File: config.mk
export PLATFORM = sky130hd
export DESIGN_NAME = message_packet_segmenter_top_flat
export DESIGN_NICKNAME = d
export VERILOG_FILES = /design/src/sv/msgseg_pkg.sv /design/src/sv/msgseg_req_if.sv /design/src/sv/msgseg_rsp_if.sv /design/src/sv/msgseg_ram.sv /design/src/sv/msgseg_ctrl.sv /design/src/sv/msgseg_dpath.sv /design/src/sv/message_packet_segmenter_top.sv /design/src/flat_wrapper.sv
export SDC_FILE = /design/constraint.sdc
export NUM_CORES = 1
export LEC_CHECK = 0
export BUFFER_PORTS_ARGS = -buffer_cell sky130_fd_sc_hd__buf_2
export CORE_MARGIN = 4
export CORE_UTILIZATION = 45
export DETAILED_ROUTE_END_ITERATION = 8
export SYNTH_ARGS = -nofsm -noshare
export SYNTH_HDL_FRONTEND = slang
export SYNTH_SLANG_ARGS = --single-unit
File: constraint.sdc
create_clock -name clock -period 5.47 [get_ports clock]
set_input_delay 1.094 -clock clock [delete_from_list [all_inputs] [get_ports clock]]
set_output_delay 1.094 -clock clock [all_outputs]
set_load 0.05 [all_outputs]
File: src/sv/msgseg_pkg.sv
// msgseg_pkg: types and fixed constants shared by the packet segmenter files.
// No dependencies; compiled first.
package msgseg_pkg;

   // Configuration register indexes
   localparam int CSR_IDX_W = 2;
   localparam logic [CSR_IDX_W-1:0] CSR_HEADER_WORD  = 2'd0;
   localparam logic [CSR_IDX_W-1:0] CSR_PAYLOAD_TYPE = 2'd1;
   localparam logic [CSR_IDX_W-1:0] CSR_END_TYPE     = 2'd2;
   localparam int CSR_DATA_W = 16;

   // Register reset values
   localparam logic [15:0] HEADER_RESET       = 16'h1A56;
   localparam logic [7:0]  PAYLOAD_TYPE_RESET = 8'h00;
   localparam logic [7:0]  END_TYPE_RESET     = 8'h01;

   // Report layout: header low, header high, type, size, then payload
   localparam int POS_HDR_LO = 0;
   localparam int POS_HDR_HI = 1;
   localparam int POS_TYPE   = 2;
   localparam int POS_SIZE   = 3;
   localparam int HDR_BYTES  = 4;

   typedef enum logic [0:0] {
      ST_FILL,
      ST_EMIT
   } state_type;

   // controller -> datapath
   typedef struct packed {
      logic take;      // input item accepted
      logic advance;   // result item taken
   } ctl_cmd_type;

   // datapath -> controller
   typedef struct packed {
      logic chunk_done;   // item on the input closes the chunk
      logic report_tail;  // current result item is the last of the report
   } ctl_sts_type;

endpackage

File: src/sv/msgseg_req_if.sv
// msgseg_req_if: input channel, one message byte per item.
// Standalone; no package use.
interface msgseg_req_if;
   logic       valid;
   logic       ready;
   logic [7:0] message_byte;
   logic       message_last;

   modport source (output valid, output message_byte, output message_last, input ready);
   modport sink   (input valid, input message_byte, input message_last, output ready);
endinterface

File: src/sv/msgseg_rsp_if.sv
// msgseg_rsp_if: result channel, one report byte per item.
// Standalone; no package use.
interface msgseg_rsp_if;
   logic       valid;
   logic       ready;
   logic [7:0] report_byte;
   logic       report_last;
   logic       message_done;

   modport source (output valid, output report_byte, output report_last,
                   output message_done, input ready);
   modport sink   (input valid, input report_byte, input report_last,
                   input message_done, output ready);
endinterface

File: src/sv/msgseg_ram.sv
// msgseg_ram: generic single-write, single-read RAM with registered read data.
// No dependencies.
module msgseg_ram #(
   parameter int WIDTH = 8,
   parameter int DEPTH = 60
) (
   input  logic                                  clock,
   input  logic                                  wr_en,
   input  logic [(DEPTH > 1 ? $clog2(DEPTH) : 1)-1:0] wr_addr,
   input  logic [WIDTH-1:0]                      wr_data,
   input  logic [(DEPTH > 1 ? $clog2(DEPTH) : 1)-1:0] rd_addr,
   output logic [WIDTH-1:0]                      rd_data
);

   logic [WIDTH-1:0] mem_ff [DEPTH];
   logic [WIDTH-1:0] rd_data_ff;

   always_ff @(posedge clock) begin
      if (wr_en) begin
         mem_ff[wr_addr] <= wr_data;
      end
      rd_data_ff <= mem_ff[rd_addr];
   end

   assign rd_data = rd_data_ff;

endmodule

File: src/sv/msgseg_ctrl.sv
// msgseg_ctrl: two-state controller, collecting bytes or streaming a report.
// Uses msgseg_pkg (state, command and status types).
module msgseg_ctrl (
   input  logic                   clock,
   input  logic                   reset,
   input  logic                   req_valid,
   output logic                   req_ready,
   output logic                   rsp_valid,
   input  logic                   rsp_ready,
   input  msgseg_pkg::ctl_sts_type sts,
   output msgseg_pkg::ctl_cmd_type cmd
);

   msgseg_pkg::state_type state_ff, state_in;

   always_ff @(posedge clock) begin
      if (reset) begin
         state_ff <= msgseg_pkg::ST_FILL;
      end else begin
         state_ff <= state_in;
      end
   end

   // next state
   always_comb begin
      state_in = state_ff;
      case (state_ff)
         msgseg_pkg::ST_FILL: begin
            if (req_valid && sts.chunk_done) state_in = msgseg_pkg::ST_EMIT;
         end
         msgseg_pkg::ST_EMIT: begin
            if (rsp_ready && sts.report_tail) state_in = msgseg_pkg::ST_FILL;
         end
         default: state_in = msgseg_pkg::ST_FILL;
      endcase
   end

   // outputs
   always_comb begin
      req_ready   = 1'b0;
      rsp_valid   = 1'b0;
      cmd.take    = 1'b0;
      cmd.advance = 1'b0;
      case (state_ff)
         msgseg_pkg::ST_FILL: begin
            req_ready = 1'b1;
            cmd.take  = req_valid;
         end
         msgseg_pkg::ST_EMIT: begin
            rsp_valid   = 1'b1;
            cmd.advance = rsp_ready;
         end
         default: begin
            req_ready = 1'b0;
         end
      endcase
   end

endmodule

File: src/sv/msgseg_dpath.sv
// msgseg_dpath: config registers, chunk store, fill and byte counters, report mux.
// Uses msgseg_pkg and msgseg_ram.
module msgseg_dpath #(
   parameter int PAYLOAD_MAX  = 60,
   parameter int REPORT_BYTES = 64
) (
   input  logic                                  clock,
   input  logic                                  reset,
   input  logic                                  csr_wr_en,
   input  logic [msgseg_pkg::CSR_IDX_W-1:0]      csr_index,
   input  logic [msgseg_pkg::CSR_DATA_W-1:0]     csr_wr_data,
   input  logic [7:0]                            message_byte,
   input  logic                                  message_last,
   input  msgseg_pkg::ctl_cmd_type               cmd,
   output msgseg_pkg::ctl_sts_type               sts,
   output logic [7:0]                            report_byte,
   output logic                                  report_last,
   output logic                                  message_done
);

   localparam int ADDR_W = (PAYLOAD_MAX > 1) ? $clog2(PAYLOAD_MAX) : 1;
   localparam int FILL_W = $clog2(PAYLOAD_MAX + 1);
   localparam int IDX_W  = $clog2(REPORT_BYTES);
   localparam int CNT_W  = IDX_W + 1;
   localparam int CMP_W  = ((CNT_W > FILL_W) ? CNT_W : FILL_W) + 1;

   logic [15:0]       header_ff;
   logic [7:0]        pay_type_ff;
   logic [7:0]        end_type_ff;
   logic [FILL_W-1:0] fill_ff, fill_in;
   logic [IDX_W-1:0]  idx_ff, idx_in;
   logic              is_end_ff, is_end_in;

   logic [FILL_W:0]   fill_inc;
   logic [CNT_W-1:0]  rd_idx;
   logic [CMP_W-1:0]  rd_pos;
   logic [ADDR_W-1:0] rd_addr;
   logic [7:0]        rd_data;
   logic [CMP_W-1:0]  idx_x;
   logic              tail;

   // configuration registers
   always_ff @(posedge clock) begin
      if (reset) begin
         header_ff   <= msgseg_pkg::HEADER_RESET;
         pay_type_ff <= msgseg_pkg::PAYLOAD_TYPE_RESET;
         end_type_ff <= msgseg_pkg::END_TYPE_RESET;
      end else if (csr_wr_en) begin
         case (csr_index)
            msgseg_pkg::CSR_HEADER_WORD:  header_ff   <= csr_wr_data;
            msgseg_pkg::CSR_PAYLOAD_TYPE: pay_type_ff <= csr_wr_data[7:0];
            msgseg_pkg::CSR_END_TYPE:     end_type_ff <= csr_wr_data[7:0];
            default: ;
         endcase
      end
   end

   assign fill_inc        = {1'b0, fill_ff} + (FILL_W + 1)'(1);
   assign tail            = (idx_ff == IDX_W'(REPORT_BYTES - 1));
   assign sts.chunk_done  = message_last || (fill_inc == (FILL_W + 1)'(PAYLOAD_MAX));
   assign sts.report_tail = tail;

   always_comb begin
      fill_in   = fill_ff;
      idx_in    = idx_ff;
      is_end_in = is_end_ff;
      if (cmd.take) begin
         fill_in   = fill_inc[FILL_W-1:0];
         idx_in    = '0;
         is_end_in = message_last;
      end else if (cmd.advance) begin
         idx_in = idx_ff + IDX_W'(1);
         if (tail) fill_in = '0;
      end
   end

   always_ff @(posedge clock) begin
      if (reset) begin
         fill_ff <= '0;
      end else begin
         fill_ff <= fill_in;
      end
   end

   always_ff @(posedge clock) begin
      idx_ff    <= idx_in;
      is_end_ff <= is_end_in;
   end

   // read one byte ahead so the registered data lines up with idx_ff
   assign rd_idx = {1'b0, idx_ff} + CNT_W'(cmd.advance);
   assign rd_pos = CMP_W'(rd_idx) - CMP_W'(msgseg_pkg::HDR_BYTES);

   always_comb begin
      rd_addr = '0;
      if (CMP_W'(rd_idx) >= CMP_W'(msgseg_pkg::HDR_BYTES) &&
          rd_pos < CMP_W'(PAYLOAD_MAX)) begin
         rd_addr = rd_pos[ADDR_W-1:0];
      end
   end

   msgseg_ram #(
      .WIDTH (8),
      .DEPTH (PAYLOAD_MAX)
   ) u_store (
      .clock   (clock),
      .wr_en   (cmd.take),
      .wr_addr (fill_ff[ADDR_W-1:0]),
      .wr_data (message_byte),
      .rd_addr (rd_addr),
      .rd_data (rd_data)
   );

   // report byte selection
   assign idx_x = CMP_W'(idx_ff);

   always_comb begin
      if (idx_x == CMP_W'(msgseg_pkg::POS_HDR_LO)) begin
         report_byte = header_ff[7:0];
      end else if (idx_x == CMP_W'(msgseg_pkg::POS_HDR_HI)) begin
         report_byte = header_ff[15:8];
      end else if (idx_x == CMP_W'(msgseg_pkg::POS_TYPE)) begin
         report_byte = is_end_ff ? end_type_ff : pay_type_ff;
      end else if (idx_x == CMP_W'(msgseg_pkg::POS_SIZE)) begin
         report_byte = 8'(fill_ff);
      end else if (idx_x < CMP_W'(fill_ff) + CMP_W'(msgseg_pkg::HDR_BYTES)) begin
         report_byte = rd_data;
      end else begin
         report_byte = 8'h00;
      end
   end

   assign report_last  = tail;
   assign message_done = tail && is_end_ff;

endmodule

File: src/sv/message_packet_segmenter_top.sv
// message_packet_segmenter_top: top level of the packet segmenter.
// Uses msgseg_pkg, msgseg_req_if, msgseg_rsp_if, msgseg_ctrl and msgseg_dpath.
//
//  channel   direction  item                                   handshake
//  req_ch    in         message_byte, message_last             valid/ready
//  rsp_ch    out        report_byte, report_last, message_done valid/ready
//  csr_*     in         register index, write data             csr_wr_en only
//
// Flow: a byte not closing a chunk keeps the input ready. A byte that closes
//   a chunk (chunk full or last byte of the message) starts a report that
//   streams REPORT_BYTES items, one a cycle while rsp_ch.ready is high; the
//   input is held off until the final report item is taken.
// Reset: synchronous, active high; clears the controller and fill count and
//   loads the registers' reset values. The chunk store is not cleared.
// Stalls: rsp_ch.ready low holds the current report item and its store read.
module message_packet_segmenter_top #(
   parameter int PAYLOAD_MAX  = 60,
   parameter int REPORT_BYTES = 64
) (
   input  logic                              clock,
   input  logic                              reset,
   msgseg_req_if.sink                        req_ch,
   msgseg_rsp_if.source                      rsp_ch,
   input  logic                              csr_wr_en,
   input  logic [msgseg_pkg::CSR_IDX_W-1:0]  csr_index,
   input  logic [msgseg_pkg::CSR_DATA_W-1:0] csr_wr_data
);

   msgseg_pkg::ctl_cmd_type cmd;   // controller commands
   msgseg_pkg::ctl_sts_type sts;   // datapath status

   // controller: owns both handshakes
   msgseg_ctrl u_ctrl (
      .clock     (clock),
      .reset     (reset),
      .req_valid (req_ch.valid),
      .req_ready (req_ch.ready),
      .rsp_valid (rsp_ch.valid),
      .rsp_ready (rsp_ch.ready),
      .sts       (sts),
      .cmd       (cmd)
   );

   // datapath: store, counters, registers and report byte mux
   msgseg_dpath #(
      .PAYLOAD_MAX  (PAYLOAD_MAX),
      .REPORT_BYTES (REPORT_BYTES)
   ) u_dpath (
      .clock        (clock),
      .reset        (reset),
      .csr_wr_en    (csr_wr_en),
      .csr_index    (csr_index),
      .csr_wr_data  (csr_wr_data),
      .message_byte (req_ch.message_byte),
      .message_last (req_ch.message_last),
      .cmd          (cmd),
      .sts          (sts),
      .report_byte  (rsp_ch.report_byte),
      .report_last  (rsp_ch.report_last),
      .message_done (rsp_ch.message_done)
   );

endmodule
File: src/flat_wrapper.sv
// flat-port wrapper written by rule: the top's interface ports become plain ports
module message_packet_segmenter_top_flat 
#(
   parameter int PAYLOAD_MAX  = 60,
   parameter int REPORT_BYTES = 64
)
  (clock, reset, csr_wr_en, csr_index, csr_wr_data, req_ch_valid, req_ch_message_byte, req_ch_message_last, req_ch_ready, rsp_ch_valid, rsp_ch_report_byte, rsp_ch_report_last, rsp_ch_message_done, rsp_ch_ready);
  msgseg_req_if req_ch_i ();
  msgseg_rsp_if rsp_ch_i ();
  input  logic clock;
  input  logic reset;
  input  logic csr_wr_en;
  input  logic [msgseg_pkg::CSR_IDX_W-1:0] csr_index;
  input  logic [msgseg_pkg::CSR_DATA_W-1:0] csr_wr_data;
  input wire logic [$bits(req_ch_i.valid)-1:0] req_ch_valid;
  input wire logic [$bits(req_ch_i.message_byte)-1:0] req_ch_message_byte;
  input wire logic [$bits(req_ch_i.message_last)-1:0] req_ch_message_last;
  output wire logic [$bits(req_ch_i.ready)-1:0] req_ch_ready;
  output wire logic [$bits(rsp_ch_i.valid)-1:0] rsp_ch_valid;
  output wire logic [$bits(rsp_ch_i.report_byte)-1:0] rsp_ch_report_byte;
  output wire logic [$bits(rsp_ch_i.report_last)-1:0] rsp_ch_report_last;
  output wire logic [$bits(rsp_ch_i.message_done)-1:0] rsp_ch_message_done;
  input wire logic [$bits(rsp_ch_i.ready)-1:0] rsp_ch_ready;
  assign req_ch_i.valid = req_ch_valid;
  assign req_ch_i.message_byte = req_ch_message_byte;
  assign req_ch_i.message_last = req_ch_message_last;
  assign req_ch_ready = req_ch_i.ready;
  assign rsp_ch_valid = rsp_ch_i.valid;
  assign rsp_ch_report_byte = rsp_ch_i.report_byte;
  assign rsp_ch_report_last = rsp_ch_i.report_last;
  assign rsp_ch_message_done = rsp_ch_i.message_done;
  assign rsp_ch_i.ready = rsp_ch_ready;
  message_packet_segmenter_top #(.PAYLOAD_MAX(PAYLOAD_MAX), .REPORT_BYTES(REPORT_BYTES)) u_core (.clock(clock), .reset(reset), .req_ch(req_ch_i), .rsp_ch(rsp_ch_i), .csr_wr_en(csr_wr_en), .csr_index(csr_index), .csr_wr_data(csr_wr_data));
endmodule
==> flow_metrics.tcl <==
set metrics [dict create \
    finalNetCount 1494 \
    gr-total-overflow 0 \
    leakage_uw 0.00797 \
    ctsRootBufferMaster "clkbuf_16" \
    path_max_fanout 11 \
    vias 12700 \
    io_buffer_count 43 \
    cts_sinks 534 \
    nFillCells 3978 \
    regArea_um2 15500 \
    ys_types 68 \
    seq_area_frac_synth_pct 70.8 \
    grt_pass1_wl_um 81600 \
    synth-edff-count 481 \
    r2r_setup_slack_ns 1.21 \
    post_cts_buffers 0 \
    hpwl_um 33000 \
    postRouteAntennaNets 0 \
    synth_top_area_share_pct 65.9 \
    hp-class "reg2reg" \
    cts_hold_buf 0 \
    start_kind "register" \
    synth_area_leaders "edfxtp_1, mux4_2, dfxtp_1, nor2_1, nand2_1" \
    place_ws_ns 0.403 \
    synth-seq-cells 534 \
    syn_avg_cell_area_um2 15.5 \
    swShare_pct 22.0 \
    peakVddDrop_v 0.000207 \
    initial_core_util_pct 45.7 \
    grt_pass1_vias 12600 \
    maxCapViolations 0 \
    routabilityCongestion 0.901 \
    hold_violations 0 \
    cp-end-kind "primary output" \
    die_h_um 229 \
    tns_ns 0 \
    setup_ws_ns 0.618 \
    rsz0062_at_grt "no" \
    cts_tree "yes" \
    grt_usage_pct 20.6 \
    io_pins 44 \
    detail_route.wl_per_cell_um 25.7 \
    antenna_found_initial 0 \
    core-area_um2 47900 \
    clkPwrFrac_pct 41.6 \
    yosysTopAreaCell "edfxtp_1" \
    grt_max_degree 61 \
    multi_input_area_um2 5970 \
    slew_violations 0 \
    synth_flop_cell "edfxtp_1" \
    worst_clock_skew_ns 0.0235 \
    criticalPathCategory "reg2out" \
    worst_slew_pin_slew_ns 1.25 \
    viasPerCell 6.01 \
    syn_to_final_growth_pct 11.7 \
    finalCriticalPeriod_ns 4.85 \
    drcViolationCount 0 \
    synth.net_count 1459 \
    drive_gt1_share_pct 17.8 \
    die_w_um 229 \
    final_common_cell "edfxtp_1" \
    p_sw_uw 1900 \
    drtPass1Iterations 5 \
    relSlewSlack_pct 16.2 \
    htree_levels 2 \
    syn_inst 1412 \
    dieArea_um2 52300 \
    clkLatencyLatePin_ns 0.61 \
    clk_path_buf_depth 3 \
    cts_made_buffers 54 \
    final_cell_mix "edfxtp_1, nor2_1, nand2_1, mux4_2, clkbuf_16" \
    crit_arrival_ns 3.76 \
    p_int_uw 6740 \
    cp.required_ns 4.38 \
    post_cts_resize_count 0 \
    p_seq_share_pct 51.9 \
    status "completed" \
    async_reset_ff_share_pct 0 \
    clkTransAtPathRegs_ns 0.06 \
    routed_wl_um 54100 \
    timing.fmax_mhz 206 \
    drt-initial-drc-count 1381 \
    pwr-share-comb_pct 6.5 \
    hold_ws_ns 0.468 \
    powerDensity_nw_per_um2 353 \
    min_period_over_period_pct 88.7 \
    yosysWarnings 0 \
    setup_viol 0 \
    syn_area_um2 21900 \
    std_cell_rows 80 \
]
critical path, stage by stage (launching register included):
cell	delay, ns
dfxtp_1	0.57
inv_1	0.21
ha_1	0.34
a21o_1	0.15
a21o_1	0.17
a21o_1	0.17
a21o_1	0.17
a21oi_1	0.26
o21ai_0	0.34
o31ai_1	0.45
buf_2	0.34
path summary, 6_finish.rpt:
check | from | to | cells past startpoint
max | u_core.u_dpath.fill_ff[1] | rsp_ch_report_byte[1] | 10
min | u_core.u_dpath.header_ff[15] | u_core.u_dpath.header_ff[15] | 2
max reg2reg | u_core.u_ctrl.state_ff | u_core.u_dpath.u_store.rd_data[5] | 14
min reg2reg | u_core.u_dpath.header_ff[15] | u_core.u_dpath.header_ff[15] | 2
metrics by stage:
| step | power [uW] | instances | util [%] | instance area [um2] |
|---|---|---|---|---|
| floorplan | 4910 | 1412 | - | 21900 |
| global placement | 5130 | 2006 | 47.5 | 22800 |
| detailed placement | 5140 | 2006 | 47.5 | 22800 |
| CTS | 8710 | 2107 | 51.1 | 24500 |
| global route | 8920 | 2107 | 51.1 | 24500 |
| finish | 8640 | 2108 | 51.1 | 24500 |
cells by family (layout without fill, tap and decap cells):
family / after synthesis / after routing / share of synthesized area [%]
buf+inv: 111 / 191 / 2.18
other cells: 0 / 1 / 0
mux: 142 / 142 / 10.7
simple gates: 349 / 349 / 6.97
flops: 534 / 534 / 70.8
fa+ha+maj: 15 / 15 / 0.856
xor+xnor: 11 / 11 / 0.474
compound gates: 250 / 250 / 8.10
final cells by class:
type	count	area share [%]
Inverter	19	0.301
Multi-Input combinational cell	767	24.4
Timing Repair Buffer	71	1.79
Tap cell	615	3.14
Sequential cell	534	63.3
Antenna cell	1	0.0102
Clock buffer	71	6.04
Clock inverter	30	0.991
per-layer routing:
metal | global-route usage (%) | part of all wire [%] | vias to the layer above
li1 | - | - | 5627
met1 | 29.1 | 43 | 6462
met2 | 32.4 | 47 | 490
met3 | 4.57 | 7.6 | 93
met4 | 6.33 | 2.8 | 0
met5 | 0 | 0 | -
registers in the layout (all words and copies together) (netlist names):
signal                          cells
u_core.u_dpath.u_store.mem_ff     480
u_core.u_dpath.header_ff           16
u_core.u_dpath.end_type_ff          8
u_core.u_dpath.pay_type_ff          8
u_core.u_dpath.u_store.rd_data      8
u_core.u_dpath.fill_ff              6
u_core.u_dpath.idx_ff               6
u_core.u_ctrl.state_ff              1
u_core.u_dpath.is_end_ff            1
synthesized netlist by cell type (15+ instances only):
cell	count
a21oi_1	54
a311oi_1	17
buf_2	21
clkbuf_1	55
dfxtp_1	53
edfxtp_1	481
ha_1	15
inv_1	16
mux2_2	33
mux2i_1	39
mux4_2	70
nand2_1	105
nand3_1	22
nor2_1	144
nor3_1	29
o21ai_0	40
o221ai_1	15
o22ai_1	19
power groups by stage:
stage               logic [uW]  registers (uW)  clock network (uW)
global placement           559            4570                   0
detailed placement         564            4570                   0
floorplan                  345            4560                   0
CTS                        565            4490                3650
global route               600            4490                3830
finish                     561            4490                3590
(Power assumes the default switching activity.)
